File: src/rtl/ctr_fifo.sv
// ----------------------------------------------------------------------------
// ctr_fifo: small first-word-fall-through queue
// Register array with read and write pointers and a fill count.
// ----------------------------------------------------------------------------
module ctr_fifo #(
  parameter int WIDTH = 8,
  parameter int DEPTH = 4
) (
  input  logic             clk,
  input  logic             rst_n,
  input  logic             push,
  output logic             full,
  input  logic [WIDTH-1:0] wdata,
  input  logic             pop,
  output logic             empty,
  output logic [WIDTH-1:0] rdata
);

  localparam int AW = $clog2(DEPTH);

  logic [WIDTH-1:0] mem_r [DEPTH];
  logic [AW-1:0]    wr_ptr_r;
  logic [AW-1:0]    rd_ptr_r;
  logic [AW:0]      cnt_r;
  logic             do_push;
  logic             do_pop;

  assign full    = (cnt_r == (AW+1)'(DEPTH));
  assign empty   = (cnt_r == '0);
  assign do_push = push && !full;
  assign do_pop  = pop && !empty;
  assign rdata   = mem_r[rd_ptr_r];

  // pointers and count
  always_ff @(posedge clk) begin
    if (!rst_n) begin
      wr_ptr_r <= '0;
      rd_ptr_r <= '0;
      cnt_r    <= '0;
    end else begin
      if (do_push) begin
        wr_ptr_r <= (wr_ptr_r == AW'(DEPTH - 1)) ? '0 : wr_ptr_r + 1'b1;
      end
      if (do_pop) begin
        rd_ptr_r <= (rd_ptr_r == AW'(DEPTH - 1)) ? '0 : rd_ptr_r + 1'b1;
      end
      if (do_push && !do_pop) begin
        cnt_r <= cnt_r + 1'b1;
      end else if (do_pop && !do_push) begin
        cnt_r <= cnt_r - 1'b1;
      end
    end
  end

  // storage
  always_ff @(posedge clk) begin
    if (do_push) begin
      mem_r[wr_ptr_r] <= wdata;
    end
  end

endmodule

File: config.mk
export PLATFORM = sky130hd
export DESIGN_NAME = ctr_fifo
export DESIGN_NICKNAME = d
export VERILOG_FILES = /design/src/rtl/ctr_fifo.sv
export SDC_FILE = /design/constraint.sdc
export NUM_CORES = 1
export LEC_CHECK = 0
export BUFFER_PORTS_ARGS = -buffer_cell sky130_fd_sc_hd__buf_2
export CORE_UTILIZATION = 59
export CTS_BUF_LIST = sky130_fd_sc_hd__clkbuf_8 sky130_fd_sc_hd__clkbuf_16
export DETAILED_ROUTE_END_ITERATION = 12
export GPL_ROUTABILITY_DRIVEN = 0
export PLACE_DENSITY = 0.77
export SYNTH_ARGS = -nofsm -noshare
export SYNTH_HDL_FRONTEND = slang
export SYNTH_SLANG_ARGS = --single-unit
export TNS_END_PERCENT = 10
File: constraint.sdc
create_clock -name clk -period 6.4 [get_ports clk]
set_input_delay 0.32 -clock clk [delete_from_list [all_inputs] [get_ports clk]]
set_output_delay 0.32 -clock clk [all_outputs]
set_load 0.05 [all_outputs]
==> flow_metrics.env <==
export IMPL_status="completed"
export IMPL_seq_power_share=0.438
export IMPL_clk_pin_slew_ps=70
export IMPL_io_pins=22
export IMPL_wl_mm=2.45
export IMPL_r2r_start="cnt_r[1]"
export IMPL_dr_pass1_iters=4
export IMPL_synth_area_leaders="edfxtp_1 59%, dfxtp_1 11%, mux4_2 11%"
export IMPL_worst_pin_slew_ps=581
export IMPL_ys_types=23
export IMPL_syn2layout_area_growth_pct=14.8
export IMPL_hold_path_class="input pin to register"
export IMPL_r2r_end="cnt_r[2]"
export IMPL_cp_start_kind="register"
export IMPL_min_period_ps=2400
export IMPL_die_y_um=54.6
export IMPL_synth_edf_count=32
export IMPL_holdPathStages=1
export IMPL_rsz0062_at_grt="false"
export IMPL_max_cap_violations=0
export IMPL_synth_compound_area_frac=0.0184
export IMPL_cp_startpoint="cnt_r[1]"
export IMPL_post_cts_resized=0
export IMPL_post_cts_buffers=0
export IMPL_fmax_mhz=417
export IMPL_yosys_area_share_simple=0.0660
export IMPL_drive_gt1_frac=0.314
export IMPL_swShare=0.343
export IMPL_grt_total_usage=0.198
export IMPL_clk_latency_ps=290
export IMPL_yosys_register_bits=41
export IMPL_num_vias=826
export IMPL_reg2regPathDepth=7
export IMPL_grt_max_degree=13
export IMPL_worstPathRequired_ps=6600
export IMPL_die_w_um=54.6
export IMPL_synth_top_family_by_area="multiplexers"
export IMPL_antenna_cells=0
export IMPL_yosys_warnings=0
export IMPL_reg2reg_slack_ps=4000
export IMPL_syn_cell_area_um2=1630
export IMPL_p_switching_w=0.000284
export IMPL_critPathMaxFanout=5
export IMPL_path_class="register to register"
export IMPL_pwr_share_comb=0.312
export IMPL_finalCritPeriodShare=0.375
export IMPL_syn_nets=112
export IMPL_numPortBuffers=21
export IMPL_synthCells=93
export IMPL_netlist_area_leader_share=0.589
export IMPL_min_to="mem_r[2][5]"
export IMPL_p_leak_nw=0.694
export IMPL_finalMaxSlewViolations=0
export IMPL_cts_root_buf="clkbuf_8"
export IMPL_ir_drop_uv=352
export IMPL_numClockSinks=41
export IMPL_avgSynthCellArea_um2=17.5
export IMPL_num_rows=18
export IMPL_cts_made_buffers=5
export IMPL_ctsLongestPathBuffers=2
export IMPL_tritoncts="built"
export IMPL_grt_pass1_wl_mm=3.71
export IMPL_drt_wirelength_per_cell_um=16.5
export IMPL_yosysSeqAreaShare=0.700
export IMPL_synth_common_cells="32 x edfxtp_1, 9 x dfxtp_1, 8 x mux4_2"
export IMPL_whs_ps=247
export IMPL_htreeDepth=2
export IMPL_synth_area_leader_cell="edfxtp_1"
export IMPL_coreArea_um2=2540
export IMPL_crit_path_end_kind="register"
export IMPL_synth_fa_ha_area_frac=0.0583
export IMPL_ant_nets=0
export IMPL_drt_iter0_drc=8
export IMPL_synthMuxAreaShare=0.129
export IMPL_grt_pass1_vias=799
export IMPL_tns_ps=0
export IMPL_dieArea_um2=2980
export IMPL_antenna_found_initial=0
export IMPL_nNetsFinal=136
export IMPL_finalClockSkew_ps=6.46
export IMPL_hp_start="wdata[5]"
export IMPL_synth_most_common_cell="edfxtp_1"
export IMPL_ys_flop_type="edfxtp_1"
export IMPL_cp_data_arrival_time_ps=2600
export IMPL_p_clk_frac=0.250
export IMPL_register_area_um2=1140
export IMPL_grt_overflow=0
export IMPL_drc=0
export IMPL_internal_power_w=0.000543
export IMPL_cts_hold_buffers=0
export IMPL_start_util=0.641
export IMPL_powerDensity_nw_per_um2=442
export IMPL_routed_via_density=5.58
export IMPL_place_area_um2=1760
export IMPL_hold_viol=0
export IMPL_fill_cells=145
export IMPL_synth_async_reset_ratio=0
export IMPL_multi_input_area_um2=460
export IMPL_synthXorXnorAreaFrac=0.0107
export IMPL_final_area_um2=1870
export IMPL_slew_headroom=0.609
export IMPL_finalSetupViolations=0
[final cells by class]
| type | instances | area share |
|---|---|---|
| Clock inverter | 2 | 0.0180 |
| Clock buffer | 6 | 0.0441 |
| Sequential cell | 41 | 0.610 |
| Inverter | 3 | 0.00602 |
| Tap cell | 30 | 0.0201 |
| Multi-Input combinational cell | 45 | 0.246 |
| Timing Repair Buffer | 21 | 0.0561 |
[power by group through the flow]
stage	sequential, W	clock, W	combinational (W)
finish	0.000363	0.000207	0.000258
global route	0.000370	0.000219	0.000278
CTS	0.000364	0.000208	0.000260
detailed placement	0.000370	0	0.000258
global placement	0.000368	0	0.000253
floorplan	0.000349	0	0.000224
[cells in the final DEF, fill, tap and decap left out]
cell,netlist,routed
xnor2_1,1,1
a21boi_0,1,1
nor3b_2,1,1
nor3_1,1,1
nor2b_1,2,2
mux2i_1,3,3
o31ai_1,1,1
nand3_1,2,2
fa_1,1,1
mux4_2,8,8
xor2_1,1,1
clkbuf_8,0,6
inv_1,3,4
bufinv_16,0,1
nor2_1,2,2
buf_2,2,21
o21ai_0,3,3
dfxtp_1,9,9
ha_1,6,6
nand2_1,6,6
and2_1,5,5
or3_1,1,1
edfxtp_1,32,32
[stage by stage]
step / utilization / total power, W / std cells / worst slack (ps)
final: 0.735 / 0.000828 / 148 / 4000
after detailed placement: 0.690 / 0.000628 / 140 / 3990
after CTS: 0.735 / 0.000832 / 148 / 4000
after global placement: 0.690 / 0.000621 / 140 / 4190
after global routing: 0.735 / 0.000867 / 148 / 3780
after floorplan: - / 0.000573 / 93 / 4070
[metal layers]
metal | track usage | up-vias | share of wire
li1 | - | 393 | -
met1 | 0.232 | 406 | 0.44
met2 | 0.327 | 22 | 0.51
met3 | 0.0750 | 5 | 0.039
met4 | 0.0769 | 0 | 0.010
met5 | 0 | - | 0
[sequential cells by signal, indices dropped and copies added (netlist names), named ones only]
signal / count
cnt_r: 3
mem_r: 32
rd_ptr_r: 2
wr_ptr_r: 2
[worst max-delay path by stage]
stage                           to  slack (ps)  cells after the start
after floorplan           cnt_r[2]        4070                      9
after global placement    cnt_r[2]        4190                      8
after detailed placement  cnt_r[2]        3990                      7
after CTS                 cnt_r[2]        4000                      7
after global routing      cnt_r[2]        3780                      7
final                     cnt_r[2]        4000                      7
[cell families after synthesis]
kind of cell	count (synthesis)
muxes	11
buffers and inverters	7
AOI/OAI and AO/OA	5
adders and majority gates	7
and+or+nand+nor	20
xor gates and xnor gates	2
DFF	41
[critical path: stages (launching register included)]
cell	delay, ps
dfxtp_1	360
o31ai_1	550
ha_1	290
inv_1	60
fa_1	370
xor2_1	160
or3_1	310
a21boi_0	210
Note: power is estimated with default switching activity, not from simulation.
