## config.mk

```make
export PLATFORM = sky130hd
export DESIGN_NAME = ctr_front
export DESIGN_NICKNAME = d
export VERILOG_FILES = /design/src/rtl/ctr_pkg.sv /design/src/rtl/ctr_front.sv
export SDC_FILE = /design/constraint.sdc
export NUM_CORES = 2
export LEC_CHECK = 0
export BUFFER_PORTS_ARGS = -buffer_cell sky130_fd_sc_hd__buf_2
export CAP_MARGIN = 15
export CORE_ASPECT_RATIO = 0.7
export CORE_MARGIN = 1.5
export CORE_UTILIZATION = 40
export CTS_CLUSTER_DIAMETER = 120
export DETAILED_ROUTE_END_ITERATION = 6
export HOLD_SLACK_MARGIN = 0.12
export PLACE_DENSITY = 0.57
export SYNTH_ARGS = -nofsm -noshare
export SYNTH_HDL_FRONTEND = slang
export SYNTH_SLANG_ARGS = --single-unit
export TNS_END_PERCENT = 10
```

## constraint.sdc

```tcl
create_clock -name clk -period 63.8 [get_ports clk]
set_input_delay 15.95 -clock clk [delete_from_list [all_inputs] [get_ports clk]]
set_output_delay 15.95 -clock clk [all_outputs]
set_load 0.02 [all_outputs]
```

## src/rtl/ctr_pkg.sv

```systemverilog
// ----------------------------------------------------------------------------
// ctr_pkg: shared types and constants for the color temperature converter
// Word types, class flags, pipeline latencies and the fixed-point fit
// coefficients, worked out at elaboration from their decimal values.
// ----------------------------------------------------------------------------
package ctr_pkg;

  // default fraction bits of the scaled temperature t
  localparam int FRAC_BITS_DEF = 16;

  // queue depths between the parts
  localparam int MID_DEPTH = 4;
  localparam int OUT_DEPTH = 2;

  // latencies of the back-end units, in enabled cycles
  localparam int LOG2_LAT   = 25;
  localparam int LOGFIT_LAT = 2;
  localparam int POW_LAT    = 37;
  localparam int BACK_LAT   = 1 + LOG2_LAT + POW_LAT;

  // input word
  typedef struct packed {
    logic        action;
    logic [15:0] temperature;
  } in_word_t;

  // result word
  typedef struct packed {
    logic [7:0] red;
    logic [7:0] green;
    logic [7:0] blue;
  } out_word_t;

  // breakpoint classification of t
  typedef struct packed {
    logic le66;
    logic ge66;
    logic le19;
  } cls_t;

  // decimal constants scaled by 1e10
  localparam logic [63:0] DEC_SCALE = 64'd10000000000;
  localparam logic [63:0] R_COEF_D  = 64'd3296987274460;
  localparam logic [63:0] R_EXP_D   = 64'd1332047592;
  localparam logic [63:0] G_LOG_A_D = 64'd994708025861;
  localparam logic [63:0] G_LOG_B_D = 64'd1611195681661;
  localparam logic [63:0] G_COEF_D  = 64'd2881221695283;
  localparam logic [63:0] G_EXP_D   = 64'd755148492;
  localparam logic [63:0] B_LOG_A_D = 64'd1385177312231;
  localparam logic [63:0] B_LOG_B_D = 64'd3050447927307;
  localparam logic [63:0] LN2_D     = 64'd6931471806;

  // decimal to fixed point with q fraction bits, rounded to nearest
  function automatic logic [63:0] dec_to_q(input logic [63:0] v, input int q);
    logic [63:0] ip;
    logic [63:0] rem;
    ip  = v / DEC_SCALE;
    rem = v % DEC_SCALE;
    return (ip << q) + (((rem << q) + DEC_SCALE / 2) / DEC_SCALE);
  endfunction

  localparam logic [63:0] LN2_Q24 = dec_to_q(LN2_D, 24);
  localparam logic [29:0] LN2_Q30 = 30'(dec_to_q(LN2_D, 30));

  // log fits: slope times ln 2, and offset, Q24
  localparam logic [30:0] G_K_Q = 31'((dec_to_q(G_LOG_A_D, 24) * LN2_Q24) >> 24);
  localparam logic [33:0] G_B_Q = 34'(dec_to_q(G_LOG_B_D, 24));
  localparam logic [30:0] B_K_Q = 31'((dec_to_q(B_LOG_A_D, 24) * LN2_Q24) >> 24);
  localparam logic [33:0] B_B_Q = 34'(dec_to_q(B_LOG_B_D, 24));

  // power fits: exponent and coefficient, Q24
  localparam logic [23:0] R_E_Q = 24'(dec_to_q(R_EXP_D, 24));
  localparam logic [32:0] R_C_Q = 33'(dec_to_q(R_COEF_D, 24));
  localparam logic [23:0] G_E_Q = 24'(dec_to_q(G_EXP_D, 24));
  localparam logic [32:0] G_C_Q = 33'(dec_to_q(G_COEF_D, 24));

endpackage

```

## src/rtl/ctr_front.sv

```systemverilog
// ----------------------------------------------------------------------------
// ctr_front: temperature intake and scaling
// Turns kelvin or mireds into the scaled temperature t through a pipelined
// restoring divider, clamps t and classifies it against the breakpoints.
// ----------------------------------------------------------------------------
module ctr_front #(
  parameter int FRAC_BITS = ctr_pkg::FRAC_BITS_DEF
) (
  input  logic                  clk,
  input  logic                  rst_n,
  input  logic                  in_push,
  output logic                  in_full,
  input  ctr_pkg::in_word_t     in_data,
  output logic                  mid_push,
  input  logic                  mid_full,
  output logic [FRAC_BITS+8:0]  mid_t,
  output ctr_pkg::cls_t         mid_cls
);

  import ctr_pkg::*;

  localparam int DW = FRAC_BITS + 16;
  localparam int TW = FRAC_BITS + 9;

  localparam logic [DW-1:0] MIRED_NUM = DW'(64'd10000 << FRAC_BITS);
  localparam logic [DW-1:0] LO_Q      = DW'(64'd10 << FRAC_BITS);
  localparam logic [DW-1:0] HI_Q      = DW'(64'd400 << FRAC_BITS);
  localparam logic [TW-1:0] T66       = TW'(64'd66 << FRAC_BITS);
  localparam logic [TW-1:0] T19       = TW'(64'd19 << FRAC_BITS);

  typedef struct packed {
    logic [15:0]   rem;
    logic [DW-1:0] dd;
    logic [DW-1:0] quo;
  } div_t;

  // one restoring division step
  function automatic div_t div_step(input div_t s, input logic [15:0] dv);
    div_t        o;
    logic [16:0] rs;
    rs = {s.rem, s.dd[DW-1]};
    o.dd = s.dd << 1;
    if (rs >= {1'b0, dv}) begin
      o.rem = 16'(rs - {1'b0, dv});
      o.quo = {s.quo[DW-2:0], 1'b1};
    end else begin
      o.rem = rs[15:0];
      o.quo = {s.quo[DW-2:0], 1'b0};
    end
    return o;
  endfunction

  logic          vld_r [DW];
  div_t          st_r  [DW];
  logic [15:0]   dv_r  [DW];
  logic          zm_r  [DW];
  logic          en;
  logic [15:0]   kel;
  div_t          st0;
  logic [15:0]   dv0;
  logic [TW-1:0] t_val;

  assign en       = !(vld_r[DW-1] && mid_full);
  assign in_full  = !en;
  assign mid_push = vld_r[DW-1] && !mid_full;

  // operand preparation
  always_comb begin
    if (in_data.temperature < 16'd1000) begin
      kel = 16'd1000;
    end else if (in_data.temperature > 16'd40000) begin
      kel = 16'd40000;
    end else begin
      kel = in_data.temperature;
    end
    st0.rem = '0;
    st0.quo = '0;
    if (in_data.action) begin
      st0.dd = MIRED_NUM;
      dv0    = in_data.temperature;
    end else begin
      st0.dd = {kel, {FRAC_BITS{1'b0}}};
      dv0    = 16'd100;
    end
  end

  // valid bits of the divider stages
  always_ff @(posedge clk) begin
    if (!rst_n) begin
      for (int i = 0; i < DW; i++) begin
        vld_r[i] <= 1'b0;
      end
    end else if (en) begin
      vld_r[0] <= in_push;
      for (int i = 1; i < DW; i++) begin
        vld_r[i] <= vld_r[i-1];
      end
    end
  end

  // divider stages, one quotient bit each
  always_ff @(posedge clk) begin
    if (en) begin
      st_r[0] <= div_step(st0, dv0);
      dv_r[0] <= dv0;
      zm_r[0] <= in_data.action && (in_data.temperature == '0);
      for (int i = 1; i < DW; i++) begin
        st_r[i] <= div_step(st_r[i-1], dv_r[i-1]);
        dv_r[i] <= dv_r[i-1];
        zm_r[i] <= zm_r[i-1];
      end
    end
  end

  // clamp and classify
  always_comb begin
    if (zm_r[DW-1] || st_r[DW-1].quo > HI_Q) begin
      t_val = TW'(HI_Q);
    end else if (st_r[DW-1].quo < LO_Q) begin
      t_val = TW'(LO_Q);
    end else begin
      t_val = TW'(st_r[DW-1].quo);
    end
    mid_cls.le66 = (t_val <= T66);
    mid_cls.ge66 = (t_val >= T66);
    mid_cls.le19 = (t_val <= T19);
  end

  assign mid_t = t_val;

endmodule

```

==> metrics <==
Fill cells=17900; Layout Skew=0.0466 ns; First-pass DRT Iterations=6; GP Congestion=about 0.84; Avg Cell Area, Syn=13.3 um^2; Clock Root Buffer=clkbuf_16; IO Port Bufs=50; GRT Total Usage=15.2%; Post-Synth Simple-Gate Area=roughly 7.4%; worst reg2reg setup slack=57.65 ns; Syn Inst Count=6060; Ports=51; Min-Delay Path Class=flip-flop to flip-flop; Clock Sinks=1704; routed vias=45500; dpl hpwl=112000 um; Netlist cell types=87; CTS tree=built; number of global-route vias before repair=~44000; via density per instance=5.04; worst-path fanout max=50; max-slew violations=0; RSZ-0062 raised after global routing=false; Seq/Total Area, Yosys=63.6%; Arr. time, crit path=16.84 ns; Clk pwr share=23.4%; Syn-to-layout area delta=11.3%; H-tree depth=4; final setup vio count=0; FF+latch count, synth=1704; largest family of logic cells by synthesized area=compound AO/OA/AOI/OAI gates; kind of end point of the critical path=output pin; area fraction in compound gates after synthesis=between 9 and 10%; CP endpoint=in_full; die area=0.204 mm^2; Sw Share=32.8%; register share of total power=41.3%; Sw Pwr=1.39 mW; Num CTS Buffers=173; post-synthesis mux area share=3.61%; commonest cells after routing, fill and taps aside=edfxtp_1, inv_1, ha_1; power per cell area=approximately 48 mW/mm^2; Tmin final=32.79 ns; Yosys warning count=0; static leakage=36.2 nW; final hold violations=0; Worst R2R End=st_r[1][650]$_DFFE_PN_; starting DRC count in detailed routing=3393; WHS=0.391 ns; Max-cap violations=0; Die Ht=between 300 and 400 um; # hold bufs at CTS=0; initial antenna violation count=1; WL final=between 150000 and 200000 um; Logic pwr share=35.3%; Async SR Flop Fraction=0%; Initial Util=between 40% and 50%; Clk pin slew, worst setup/hold paths=0.06 ns; synthesized net count=6607; Die W=around 540 um; Post-CTS Setup Repair Bufs=0; final cycle utilization of the critical path=between 50% and 60%; pin count of the biggest net entering global routing=161; R2R Path Start=vld_r[1][15]$_SDFFCE_PN0P_; internal power=2.86 mW; Adder-Cell Fraction of Synth Area=~8.5%; xor/xnor share of the synthesized area=3.55%; setup_tns=0 ns; Post-synth EDFFs=1703; share of layout cells above drive strength 1=under 10%; origin of the worst setup path=mid_full; startpoint class of the critical path=input port; WL/cell=17.4 um; reg2reg path depth=7; CORE AREA=0.200 mm^2; maximum vdd drop=around 24 uV; WS Path Type=input port to output pin; cts repair resizes=0; Routed Antenna Nets=0; Max Freq=between 30 and 40 MHz; final net count=6796; status=complete, no violations; row cnt=137; Worst Tran Pin Value=1.08 ns; critical path required time=47.85 ns; most common cell after layout, fill and taps aside=edfxtp_1; Skew-Pair Late Insertion Delay=0.81 ns; first-pass GRT wire length=roughly 250000 um; top_reg_cell synth=edfxtp_1; Synth Cell Area=0.0804 mm^2; CTS Buffer Depth=4; Final Power=roughly 4.3 mW; GRT overflow=0; Max-Slew Margin vs Limit=roughly 28%; Remaining DRCs=0
[how the worst min path moves through the flow]
stage	from	endpoint	slack, ns	cells after the start
after floorplan	st_r[0][928]$_DFFE_PN_	st_r[0][1008]$_DFFE_PN_	0.40	0
after global placement	zm_r[1][10]$_DFFE_PN_	zm_r[1][11]$_DFFE_PN_	0.40	0
after detailed placement	st_r[0][928]$_DFFE_PN_	st_r[0][1008]$_DFFE_PN_	0.40	0
after CTS	st_r[0][949]$_DFFE_PN_	st_r[0][1029]$_DFFE_PN_	0.38	0
after global routing	st_r[0][954]$_DFFE_PN_	st_r[0][1034]$_DFFE_PN_	0.39	0
final	st_r[0][949]$_DFFE_PN_	st_r[0][1029]$_DFFE_PN_	0.39	0
[cell type report]
type | instances | area (um^2) | share of cell area [%]
Antenna cell | 1 | 2.50 | 0.00280
Clock buffer | 203 | 4460 | 4.99
Clock inverter | 94 | 1000 | 1.12
Inverter | 654 | 2450 | 2.74
Multi-Input combinational cell | 3626 | 26500 | 29.6
Sequential cell | 1704 | 51200 | 57.1
Tap cell | 2641 | 3300 | 3.69
Timing Repair Buffer | 90 | 591 | 0.660
[metal layers]
layer,wire length [um],vias up,share of wire [%],global-route usage [%]
met3,5750,254,3.7,2.27
met4,4720,0,3.0,4.90
met1,75900,21800,48,21.2
li1,-,22700,-,-
met5,0,-,0,0
met2,70500,782,45,24.3
[kinds of logic (layout without fill, tap and decap cells)]
| group | after synthesis | count (layout) |
|---|---|---|
| adders and majority gates | 526 | 526 |
| muxes | 262 | 262 |
| DFF | 1704 | 1704 |
| xor gates and xnor gates | 326 | 326 |
| and+or+nand+nor | 1249 | 1249 |
| other | 0 | 1 |
| AOI/OAI and AO/OA | 1263 | 1263 |
| buffers and inverters | 730 | 1041 |
[flip-flops by register name (all words and copies together), names as in the netlist]
signal and flops:
st_r 1144, dv_r 496, vld_r 32, zm_r 32
[through the flow]
step	cells	cell area, um^2	setup slack [ns]	utilization (%)
after global placement	8711	84000	30.97	42.1
after CTS	9008	89500	30.96	44.8
after floorplan	6060	80400	25.21	-
after detailed placement	8711	84000	30.97	42.1
final	9013	89500	31.01	44.9
after global routing	9013	89500	30.88	44.9
[power by group through the flow]
stage / sequential, mW / combinational (mW) / clock, mW
floorplan: 1.71 / 1.16 / 0
global route: 1.79 / 1.69 / 1.07
global placement: 1.78 / 1.47 / 0
detailed placement: 1.78 / 1.49 / 0
CTS: 1.76 / 1.51 / 1.03
finish: 1.76 / 1.50 / 0.996
[Yosys cell counts, types with 5 or more instances]
cell,n,area share (%)
nor2b_1,77,0.60
nor3_1,79,0.49
o21a_1,73,0.68
ha_1,496,7.7
nand4_1,54,0.42
mux2i_1,37,0.46
and3_1,56,0.44
or3_1,15,0.12
o211ai_1,13,0.12
nor4_1,27,0.21
o41ai_1,7,0.076
a211oi_1,54,0.50
mux2_2,225,3.2
a41oi_1,6,0.065
o21ai_0,382,2.4
nor2_1,298,1.4
buf_2,25,0.16
and4_1,9,0.098
nor3b_1,6,0.056
o21bai_1,42,0.39
a311oi_1,6,0.065
nand2_1,403,1.9
and2_1,56,0.44
o211a_1,5,0.062
nand4b_1,5,0.054
a21oi_1,304,1.9
o22ai_1,8,0.062
a221oi_1,8,0.087
clkbuf_1,48,0.22
o31a_1,22,0.24
a211o_1,12,0.13
nand2b_1,68,0.53
o2111ai_1,5,0.054
or2_2,21,0.16
inv_1,654,3.1
a31oi_1,53,0.41
a21o_1,146,1.4
fa_1,30,0.75
nand3_1,56,0.35
edfxtp_1,1703,64
o31ai_1,38,0.35
xor2_1,134,1.5
xnor2_1,192,2.1
a21boi_0,23,0.21
[worst max-delay path, stage by stage]
cell and delay, ns:
buf_2 0.12, nand2_4 0.43, inv_1 0.14, buf_2 0.20
Power figures use the tool's default switching activity.
